===== src/rtl/pff_pkg.sv =====
// shared widths, constants and types of the packet fragment framer
// no dependencies; used by pff_divider, packet_fragment_framer_core and pff_checker
`timescale 1ns / 1ps

package pff_pkg;

    localparam int BYTE_W    = 8;
    localparam int LEN_W     = 16;
    localparam int FSZ_W     = 11;
    localparam int WORD_W    = 32;
    localparam int FBYTES_W  = 12;
    localparam int ASM_W     = 24;

    // dividend is length + step - 1, one bit wider than the length
    localparam int DVD_W     = LEN_W + 1;
    localparam int DIV_STEPS = DVD_W;
    localparam int DIV_CNT_W = $clog2(DIV_STEPS);

    localparam logic [FSZ_W-1:0]    FRAG_SIZE_RESET = FSZ_W'(2 * 1024 - 100);
    localparam logic [FSZ_W-1:0]    FRAG_SIZE_MIN   = FSZ_W'(4);
    localparam logic [FBYTES_W-1:0] BUFFER_BYTES    = FBYTES_W'(2048);
    localparam logic [FBYTES_W-1:0] TRAILER_BYTES   = FBYTES_W'(4);

    // register index of fragment_size
    localparam logic [0:0] REG_FRAG_SIZE = 1'b0;

    // sequencer states, one-hot
    typedef enum logic [3:0] {
        S_IDLE = 4'b0001,
        S_DIV  = 4'b0010,
        S_PROC = 4'b0100,
        S_EMIT = 4'b1000
    } t_state;

    // divider handshake toward the sequencer
    typedef struct packed {
        logic             done;
        logic [DVD_W-1:0] quotient;
    } t_div_status;

    // pad bytes to the next word boundary
    function automatic logic [1:0] pad_bytes(input logic [1:0] len_lsb);
        pad_bytes = 2'd0 - len_lsb;
    endfunction

endpackage


===== src/rtl/pff_divider.sv =====
// restoring divider, one quotient bit per cycle
// depends on pff_pkg
`timescale 1ns / 1ps

module pff_divider (
    input  logic                        i_clk,
    input  logic                        i_rst_n,
    input  logic                        i_start,
    input  logic [pff_pkg::DVD_W-1:0]   i_dividend,
    input  logic [pff_pkg::FSZ_W-1:0]   i_divisor,
    output pff_pkg::t_div_status        o_status
);

    logic [pff_pkg::DVD_W-1:0]     r_quo, n_quo;
    logic [pff_pkg::FSZ_W-1:0]     r_rem, n_rem;
    logic [pff_pkg::FSZ_W-1:0]     r_dvs, n_dvs;
    logic [pff_pkg::DIV_CNT_W-1:0] r_cnt, n_cnt;
    logic                          r_busy, n_busy;
    logic                          r_done, n_done;
    logic [pff_pkg::FSZ_W:0]       trial;
    logic [pff_pkg::FSZ_W:0]       diff;
    logic                          fits;

    // one shift-subtract step
    always_comb begin
        trial = {r_rem, r_quo[pff_pkg::DVD_W-1]};
        diff  = trial - {1'b0, r_dvs};
        fits  = trial >= {1'b0, r_dvs};
    end

    always_comb begin
        n_quo  = r_quo;
        n_rem  = r_rem;
        n_dvs  = r_dvs;
        n_cnt  = r_cnt;
        n_busy = r_busy;
        n_done = 1'b0;
        if (i_start) begin
            n_quo  = i_dividend;
            n_rem  = '0;
            n_dvs  = i_divisor;
            n_cnt  = pff_pkg::DIV_CNT_W'(pff_pkg::DIV_STEPS - 1);
            n_busy = 1'b1;
        end else if (r_busy) begin
            n_quo = {r_quo[pff_pkg::DVD_W-2:0], fits};
            n_rem = fits ? diff[pff_pkg::FSZ_W-1:0] : trial[pff_pkg::FSZ_W-1:0];
            if (r_cnt == '0) begin
                n_busy = 1'b0;
                n_done = 1'b1;
            end else begin
                n_cnt = r_cnt - 1'b1;
            end
        end
    end

    // control
    always_ff @(posedge i_clk) begin
        if (!i_rst_n) begin
            r_busy <= 1'b0;
            r_done <= 1'b0;
            r_cnt  <= '0;
        end else begin
            r_busy <= n_busy;
            r_done <= n_done;
            r_cnt  <= n_cnt;
        end
    end

    // datapath
    always_ff @(posedge i_clk) begin
        r_quo <= n_quo;
        r_rem <= n_rem;
        r_dvs <= n_dvs;
    end

    assign o_status.done     = r_done;
    assign o_status.quotient = r_quo;

endmodule


===== src/rtl/packet_fragment_framer_core.sv =====
// Packet fragment framer: cuts a byte stream into framed 32-bit word fragments.
// Flow: one byte at a time; o_ready is high only in S_IDLE, so a new byte is not taken
//   until the last one has passed S_PROC and sent its words from S_EMIT, where i_ready can stall.
//   A packet's first byte passes S_DIV first, while the bit-serial fragment-count divider
//   runs its 17 steps.
// Reset: synchronous active-low; idle between packets, fragment_size back to 1948.
`timescale 1ns / 1ps

module packet_fragment_framer_core (
    input  logic                           i_clk,
    input  logic                           i_rst_n,
    // input byte channel
    input  logic                           i_valid,
    output logic                           o_ready,
    input  logic [pff_pkg::BYTE_W-1:0]     i_data_byte,
    input  logic [pff_pkg::LEN_W-1:0]      i_packet_length,
    // output word channel
    output logic                           o_valid,
    input  logic                           i_ready,
    output logic [pff_pkg::WORD_W-1:0]     o_out_word,
    output logic                           o_is_trailer,
    output logic [pff_pkg::FBYTES_W-1:0]   o_fragment_bytes,
    output logic                           o_packet_done,
    // configuration port
    input  logic                           psel,
    input  logic                           penable,
    input  logic                           pwrite,
    input  logic [1:0]                     paddr,
    input  logic [31:0]                    pwdata,
    output logic [31:0]                    prdata,
    output logic                           pready
);

    pff_pkg::t_state                  r_state, n_state;
    logic [pff_pkg::FSZ_W-1:0]        r_frag_size, n_frag_size;
    logic [pff_pkg::FSZ_W-1:0]        r_step, n_step;
    logic [pff_pkg::LEN_W-1:0]        r_left, n_left;
    logic [pff_pkg::FSZ_W-1:0]        r_taken, n_taken;
    logic [7:0]                       r_num, n_num;
    logic [7:0]                       r_total, n_total;
    logic [pff_pkg::ASM_W-1:0]        r_asm, n_asm;
    logic [1:0]                       r_lane, n_lane;
    logic                             r_drop_pkt, n_drop_pkt;
    logic                             r_drop_frag, n_drop_frag;
    logic                             r_has_w, n_has_w;
    logic                             r_has_t, n_has_t;
    logic                             r_ovalid, n_ovalid;
    logic [pff_pkg::BYTE_W-1:0]       r_byte, n_byte;
    logic [pff_pkg::WORD_W-1:0]       r_pw, n_pw;
    logic [pff_pkg::WORD_W-1:0]       r_pt, n_pt;
    logic [pff_pkg::FBYTES_W-1:0]     r_pbytes, n_pbytes;
    logic                             r_pdone, n_pdone;
    logic [pff_pkg::WORD_W-1:0]       r_oword, n_oword;
    logic                             r_otrl, n_otrl;
    logic [pff_pkg::FBYTES_W-1:0]     r_obytes, n_obytes;
    logic                             r_odone, n_odone;

    logic                             in_acc;
    logic                             cfg_wr;
    logic                             out_free;
    logic [pff_pkg::FSZ_W-1:0]        step_v;
    logic [pff_pkg::DVD_W-1:0]        dividend;
    logic                             div_start;
    pff_pkg::t_div_status             div_st;

    // per-byte datapath
    logic                             first;
    logic [pff_pkg::FSZ_W-1:0]        flen_first;
    logic [pff_pkg::FBYTES_W-1:0]     slen_first;
    logic                             drop_frag_v;
    logic                             quiet;
    logic [7:0]                       num_v;
    logic [pff_pkg::ASM_W-1:0]        asm_v;
    logic [pff_pkg::ASM_W-1:0]        asm_ins;
    logic [1:0]                       lane_v;
    logic                             full;
    logic [pff_pkg::FSZ_W-1:0]        taken_n;
    logic [pff_pkg::LEN_W-1:0]        left_n;
    logic                             frag_end;
    logic [1:0]                       pad;
    logic [pff_pkg::ASM_W-1:0]        asm_after;
    logic [1:0]                       lane_after;
    logic                             emit_w;
    logic                             emit_t;

    assign o_ready  = (r_state == pff_pkg::S_IDLE);
    assign in_acc   = i_valid && o_ready;
    assign out_free = !r_ovalid || i_ready;
    assign cfg_wr   = psel && penable && pwrite && (paddr[1:1] == pff_pkg::REG_FRAG_SIZE);

    // fragment step, at least four bytes
    assign step_v   = (r_frag_size < pff_pkg::FRAG_SIZE_MIN) ? pff_pkg::FRAG_SIZE_MIN
                                                             : r_frag_size;
    assign dividend = pff_pkg::DVD_W'(i_packet_length) + pff_pkg::DVD_W'(step_v)
                    - pff_pkg::DVD_W'(1);
    assign div_start = in_acc && (r_left == '0) && (i_packet_length != '0);

    pff_divider u_div (
        .i_clk      (i_clk),
        .i_rst_n    (i_rst_n),
        .i_start    (div_start),
        .i_dividend (dividend),
        .i_divisor  (step_v),
        .o_status   (div_st)
    );

    // fragment bookkeeping for the byte in r_byte
    always_comb begin
        first       = (r_taken == '0);
        flen_first  = (r_left < pff_pkg::LEN_W'(r_step)) ? r_left[pff_pkg::FSZ_W-1:0]
                                                          : r_step;
        slen_first  = pff_pkg::FBYTES_W'(flen_first)
                    + pff_pkg::FBYTES_W'(pff_pkg::pad_bytes(flen_first[1:0]))
                    + pff_pkg::TRAILER_BYTES;
        drop_frag_v = first ? (slen_first > pff_pkg::BUFFER_BYTES) : r_drop_frag;
        quiet       = r_drop_pkt || drop_frag_v;
        num_v       = first ? r_num + 8'd1 : r_num;
        asm_v       = first ? '0 : r_asm;
        lane_v      = first ? 2'd0 : r_lane;
        full        = (lane_v == 2'd3);
        taken_n     = r_taken + 1'b1;
        left_n      = r_left - 1'b1;
        frag_end    = (taken_n == r_step) || (left_n == '0);
        pad         = pff_pkg::pad_bytes(taken_n[1:0]);

        asm_ins = asm_v;
        case (lane_v)
            2'd0:    asm_ins[7:0]   = r_byte;
            2'd1:    asm_ins[15:8]  = r_byte;
            2'd2:    asm_ins[23:16] = r_byte;
            default: asm_ins        = asm_v;
        endcase
        asm_after  = full ? '0 : asm_ins;
        lane_after = full ? 2'd0 : lane_v + 2'd1;

        emit_w = !quiet && (full || (frag_end && (lane_after != 2'd0)));
        emit_t = !quiet && frag_end;
    end

    // sequencer
    always_comb begin
        n_state     = r_state;
        n_frag_size = r_frag_size;
        n_step      = r_step;
        n_left      = r_left;
        n_taken     = r_taken;
        n_num       = r_num;
        n_total     = r_total;
        n_asm       = r_asm;
        n_lane      = r_lane;
        n_drop_pkt  = r_drop_pkt;
        n_drop_frag = r_drop_frag;
        n_has_w     = r_has_w;
        n_has_t     = r_has_t;
        n_byte      = r_byte;
        n_pw        = r_pw;
        n_pt        = r_pt;
        n_pbytes    = r_pbytes;
        n_pdone     = r_pdone;
        n_ovalid    = r_ovalid && !i_ready;
        n_oword     = r_oword;
        n_otrl      = r_otrl;
        n_obytes    = r_obytes;
        n_odone     = r_odone;

        if (cfg_wr) begin
            n_frag_size = pwdata[pff_pkg::FSZ_W-1:0];
        end

        case (r_state)
            pff_pkg::S_IDLE: begin
                if (in_acc) begin
                    n_byte = i_data_byte;
                    if (r_left != '0) begin
                        n_state = pff_pkg::S_PROC;
                    end else if (i_packet_length != '0) begin
                        // packet start
                        n_left  = i_packet_length;
                        n_step  = step_v;
                        n_num   = '0;
                        n_taken = '0;
                        n_asm   = '0;
                        n_lane  = '0;
                        n_state = pff_pkg::S_DIV;
                    end
                end
            end
            pff_pkg::S_DIV: begin
                if (div_st.done) begin
                    n_drop_pkt = (div_st.quotient[pff_pkg::DVD_W-1:8] != '0);
                    n_total    = n_drop_pkt ? 8'd0 : div_st.quotient[7:0];
                    n_state    = pff_pkg::S_PROC;
                end
            end
            pff_pkg::S_PROC: begin
                n_num       = num_v;
                n_drop_frag = drop_frag_v;
                n_left      = left_n;
                n_taken     = frag_end ? '0 : taken_n;
                n_asm       = frag_end ? '0 : asm_after;
                n_lane      = frag_end ? 2'd0 : lane_after;
                n_pw        = full ? {r_byte, asm_v} : {8'd0, asm_after};
                n_pt        = {6'd0, pad, r_total, num_v, 8'd0};
                n_pbytes    = pff_pkg::FBYTES_W'(taken_n) + pff_pkg::FBYTES_W'(pad)
                            + pff_pkg::TRAILER_BYTES;
                n_pdone     = (left_n == '0);
                n_has_w     = emit_w;
                n_has_t     = emit_t;
                n_state     = (emit_w || emit_t) ? pff_pkg::S_EMIT : pff_pkg::S_IDLE;
            end
            pff_pkg::S_EMIT: begin
                if (out_free) begin
                    n_ovalid = 1'b1;
                    if (r_has_w) begin
                        n_oword  = r_pw;
                        n_otrl   = 1'b0;
                        n_obytes = '0;
                        n_odone  = 1'b0;
                        n_has_w  = 1'b0;
                        if (!r_has_t) begin
                            n_state = pff_pkg::S_IDLE;
                        end
                    end else begin
                        n_oword  = r_pt;
                        n_otrl   = 1'b1;
                        n_obytes = r_pbytes;
                        n_odone  = r_pdone;
                        n_has_t  = 1'b0;
                        n_state  = pff_pkg::S_IDLE;
                    end
                end
            end
            default: begin
                n_state = pff_pkg::S_IDLE;
            end
        endcase
    end

    // control and packet state
    always_ff @(posedge i_clk) begin
        if (!i_rst_n) begin
            r_state     <= pff_pkg::S_IDLE;
            r_frag_size <= pff_pkg::FRAG_SIZE_RESET;
            r_step      <= '0;
            r_left      <= '0;
            r_taken     <= '0;
            r_num       <= '0;
            r_total     <= '0;
            r_asm       <= '0;
            r_lane      <= '0;
            r_drop_pkt  <= 1'b0;
            r_drop_frag <= 1'b0;
            r_has_w     <= 1'b0;
            r_has_t     <= 1'b0;
            r_ovalid    <= 1'b0;
        end else begin
            r_state     <= n_state;
            r_frag_size <= n_frag_size;
            r_step      <= n_step;
            r_left      <= n_left;
            r_taken     <= n_taken;
            r_num       <= n_num;
            r_total     <= n_total;
            r_asm       <= n_asm;
            r_lane      <= n_lane;
            r_drop_pkt  <= n_drop_pkt;
            r_drop_frag <= n_drop_frag;
            r_has_w     <= n_has_w;
            r_has_t     <= n_has_t;
            r_ovalid    <= n_ovalid;
        end
    end

    // byte and word payload
    always_ff @(posedge i_clk) begin
        r_byte   <= n_byte;
        r_pw     <= n_pw;
        r_pt     <= n_pt;
        r_pbytes <= n_pbytes;
        r_pdone  <= n_pdone;
        r_oword  <= n_oword;
        r_otrl   <= n_otrl;
        r_obytes <= n_obytes;
        r_odone  <= n_odone;
    end

    assign o_valid          = r_ovalid;
    assign o_out_word       = r_oword;
    assign o_is_trailer     = r_otrl;
    assign o_fragment_bytes = r_obytes;
    assign o_packet_done    = r_odone;

    assign prdata = {{(32 - pff_pkg::FSZ_W){1'b0}}, r_frag_size};
    assign pready = 1'b1;

endmodule


===== config.mk =====
export PLATFORM = sky130hd
export DESIGN_NAME = packet_fragment_framer_core
export DESIGN_NICKNAME = d
export VERILOG_FILES = /design/src/rtl/pff_pkg.sv /design/src/rtl/pff_divider.sv /design/src/rtl/packet_fragment_framer_core.sv
export SDC_FILE = /design/constraint.sdc
export NUM_CORES = 1
export LEC_CHECK = 0
export ABC_AREA = 1
export BUFFER_PORTS_ARGS = -buffer_cell sky130_fd_sc_hd__buf_4
export CELL_PAD_IN_SITES_DETAIL_PLACEMENT = 1
export CELL_PAD_IN_SITES_GLOBAL_PLACEMENT = 1
export CORE_ASPECT_RATIO = 0.9
export CORE_MARGIN = 2
export CORE_UTILIZATION = 35
export CTS_CLUSTER_DIAMETER = 100
export DETAILED_ROUTE_END_ITERATION = 16
export PLACE_DENSITY = 0.74
export SLEW_MARGIN = 20
export SYNTH_ARGS = -nofsm -noshare
export SYNTH_HDL_FRONTEND = slang
export SYNTH_SLANG_ARGS = --single-unit
export TNS_END_PERCENT = 10

===== constraint.sdc =====
create_clock -name i_clk -period 7.25 [get_ports i_clk]
set_input_delay 0.3625 -clock i_clk [delete_from_list [all_inputs] [get_ports i_clk]]
set_output_delay 0.3625 -clock i_clk [all_outputs]
set_load 0.03 [all_outputs]

==> metrics.txt <==
DRT iter0 DRCs=646; CP most frequent cell=inv_1; status=finished clean; root buffer cell=clkbuf_16; Final Hold Fails=0; Slew Viols, Final=0; CP max FO=29; Fill cells=4,662; TritonCTS Buffers=30; Critical Path End Type=flip-flop; clock tree buffer depth=3; relative slew slack=26.4%; number of synthesized flops with an enable pin=approximately 140; area of the multi-input gates=slightly below 6000 µm²; drt pass-1 iters=5; VDD IR-drop max=between 0.15 and 0.2 mV; number of standard cells after synthesis=1,693; routing usage on met2=34.3%; first-pass GRT wire length=64,200 µm; largest net degree at the start of global routing=59; routed wire length=40,300 µm; Final min period=4.53 ns; Layout Nets=1,913; CTS sink count=261; GPL Wtd Cong=0.893; CTS clk-pin slew, worst paths=0.06 ns; post_cts resized=0; row cnt=roughly 70; worst min-delay path class=input pin to flip-flop; Syn Area/Cell=8.19 µm²; Worst-Skew Late Latency=0.57 ns; Critical Path AT=5.03 ns; CTS tree=done; Crit path required time=~7.7 ns; PwrDens=roughly 350 nW/µm²; Hold Slack=0.0210 ns; clock skew=0.0190 ns; wire per inst=17.2 µm; grt met3 use=2.93%; setup TNS=0 ns; Slew @ Worst Pin=1.10 ns; max cap viols=0; period utilization=62.5%; DP Area=15,000 µm²; vias=11.7k; GRT met1 Usage=25.3%; critical-path cell list=inv_1 > ha_1 > nand3_1 > nor2_1 > clkinv_1 > nand2_1 > inv_1 > ha_1 > inv_1 > o211ai_1 > nor2_1 > nand2_1 > a21oi_1; sequential fraction of the synthesis area=about half; vias in the first global route=12.2k; ANT nets after route=0; die width=approximately 210 µm; Yosys Warn Count=0; Place WS=between 3 and 4 ns; DRC viols=0; Total GRT Usage=about a fifth; CP Launch Type=flip-flop; unrepaired setup endpoints after global routing=no; IO Pins=146; remaining global-route overflow=0; FF+latch count, synth=between 200 and 300; total power=5.69 mW; H-tree Lvls=1; Detailed Place HPWL=28,800 µm; Die Ht=193 µm; Post-synth ARST share=0%; setup violators final=0; Pleak=6.85 nW; slowest cell on the critical path=clkinv_1; die area=41,200 µm²; CP Class=flip-flop to flip-flop; GR peak layer=met2; design area=16,100 µm²; register area=6660 µm²; proportion of layout cells with a drive suffix above 1=11.2%; Starting Density=between 30% and 40%; Syn-to-layout area delta=15.8%; Unique masters post-synth=50; fmax=221 MHz; Slowest Stage Delay on Critical Path=1.00 ns; synthesized cell area=13,900 µm²; worst setup margin=2.72 ns; initial antenna violation count=0; core area=39,300 µm²; Most used DFF post-synth=edfxtp_1; ANT cells=0; PortBufs=100; Avg Vias per Cell=4.99
## final timing paths
check                                 from             end  slack, ns  cells past startpoint
worst max register to register  r_taken[0]        r_asm[7]       2.72                     13
worst min register to register  r_total[1]        r_pt[17]       0.44                      0
worst min-delay path             pwdata[7]  r_frag_size[7]       0.02                      3
worst max-delay path            r_taken[0]        r_asm[7]       2.72                     13
## per-stage QoR
step / utilization (%) / instances
after floorplan: - / 1715
after global placement: 38.1 / 2271
after detailed placement: 38.1 / 2271
after CTS: 40.9 / 2340
after global routing: 40.9 / 2340
final: 40.9 / 2340
## cell usage after synthesis, types with 13 or more instances
cell / count / share of area, %
clkbuf_1: 45 / 1.2
nor2_1: 113 / 3.1
nand3_1: 69 / 2.5
dfxtp_1: 118 / 17
xor2_1: 28 / 1.8
inv_1: 234 / 6.3
nand4_1: 17 / 0.77
nor3_1: 28 / 1.0
o21ai_0: 86 / 3.1
edfxtp_1: 143 / 31
ha_1: 62 / 5.6
nand3_2: 13 / 0.94
a21oi_1: 140 / 5.1
nand2_1: 437 / 12
buf_4: 25 / 1.4
## cells by family (layout without fill, tap and decap cells)
| kind of cell | after synthesis | after routing | synth area share (%) |
|---|---|---|---|
| flip-flops | 261 | 261 | 48.0 |
| AO/OA/AOI/OAI | 287 | 287 | 11.6 |
| XOR/XNOR | 35 | 35 | 2.26 |
| adder cells (fa/ha/maj) | 64 | 64 | 5.88 |
| buffers and inverters | 324 | 417 | 9.78 |
| other | 2 | 24 | 0.0542 |
| AND/OR/NAND/NOR | 720 | 720 | 22.4 |
## where the power goes
group          total [mW]  switching (mW)  internal (mW)
combinational        2.16            1.52          0.646
clock                1.47           0.617          0.857
sequential           2.05           0.181           1.87
total                5.69            2.32           3.37
## critical path: cells and delay by family (launching register included)
family,cells,cell delay (ns)
buffers and inverters,4,1.98
AO/OA/AOI/OAI,2,0.34
adder cells (fa/ha/maj),2,0.40
AND/OR/NAND/NOR,5,1.28
flip-flops,1,0.45
## routing by layer
layer,wire [µm],share of wire [%]
met1,18100,45
met2,19400,48
met3,1610,4.0
met4,1260,3.1
met5,0,0
## cell type report
| cell class | count | share of cell area (%) |
|---|---|---|
| clock inverter | 12 | 0.506 |
| sequential | 261 | 41.5 |
| timing repair buffer | 121 | 5.86 |
| multi-input combinational | 1130 | 37.0 |
| clock buffer | 44 | 5.39 |
| tap | 532 | 4.14 |
| inverter | 240 | 5.61 |
## repair_timing
item / in CTS / in global routing
endpoints found under the hold margin: 13 / 0
setup buffers: 0 / 0
endpoints found under the setup margin: 0 / 0
hold buffers: 13 / 0
## state kept, by name, summed over array words and instances, names as in the netlist, 8 cells and up
name              count
r_left               16
r_pbytes             11
r_frag_size          11
o_out_word           32
r_num                 8
r_step               11
r_byte                8
u_div.r_dvs          11
r_total               8
u_div.r_rem          11
r_pt                 18
r_pw                 32
r_taken              11
o_fragment_bytes     11
u_div.r_quo          17
r_asm                24
## layout by cell type, fill, tap and decap left out, drive strengths merged, types with 8 or more instances in the layout
cell type / netlist / routed
dfxtp: 118 / 118
inv: 238 / 238
nor2: 120 / 120
nand3: 82 / 82
ha: 62 / 62
edfxtp: 143 / 143
a31oi: 10 / 10
dlygate4sd3: 0 / 13
nand4: 17 / 17
xor2: 29 / 29
clkinv: 2 / 12
nand2: 444 / 444
nor4: 11 / 11
conb: 2 / 24
nor3: 32 / 32
clkbuf: 45 / 44
a21oi: 150 / 150
or2: 8 / 8
o21ai: 86 / 86
o211ai: 12 / 12
buf: 39 / 108
Power figures use the tool's default switching activity.
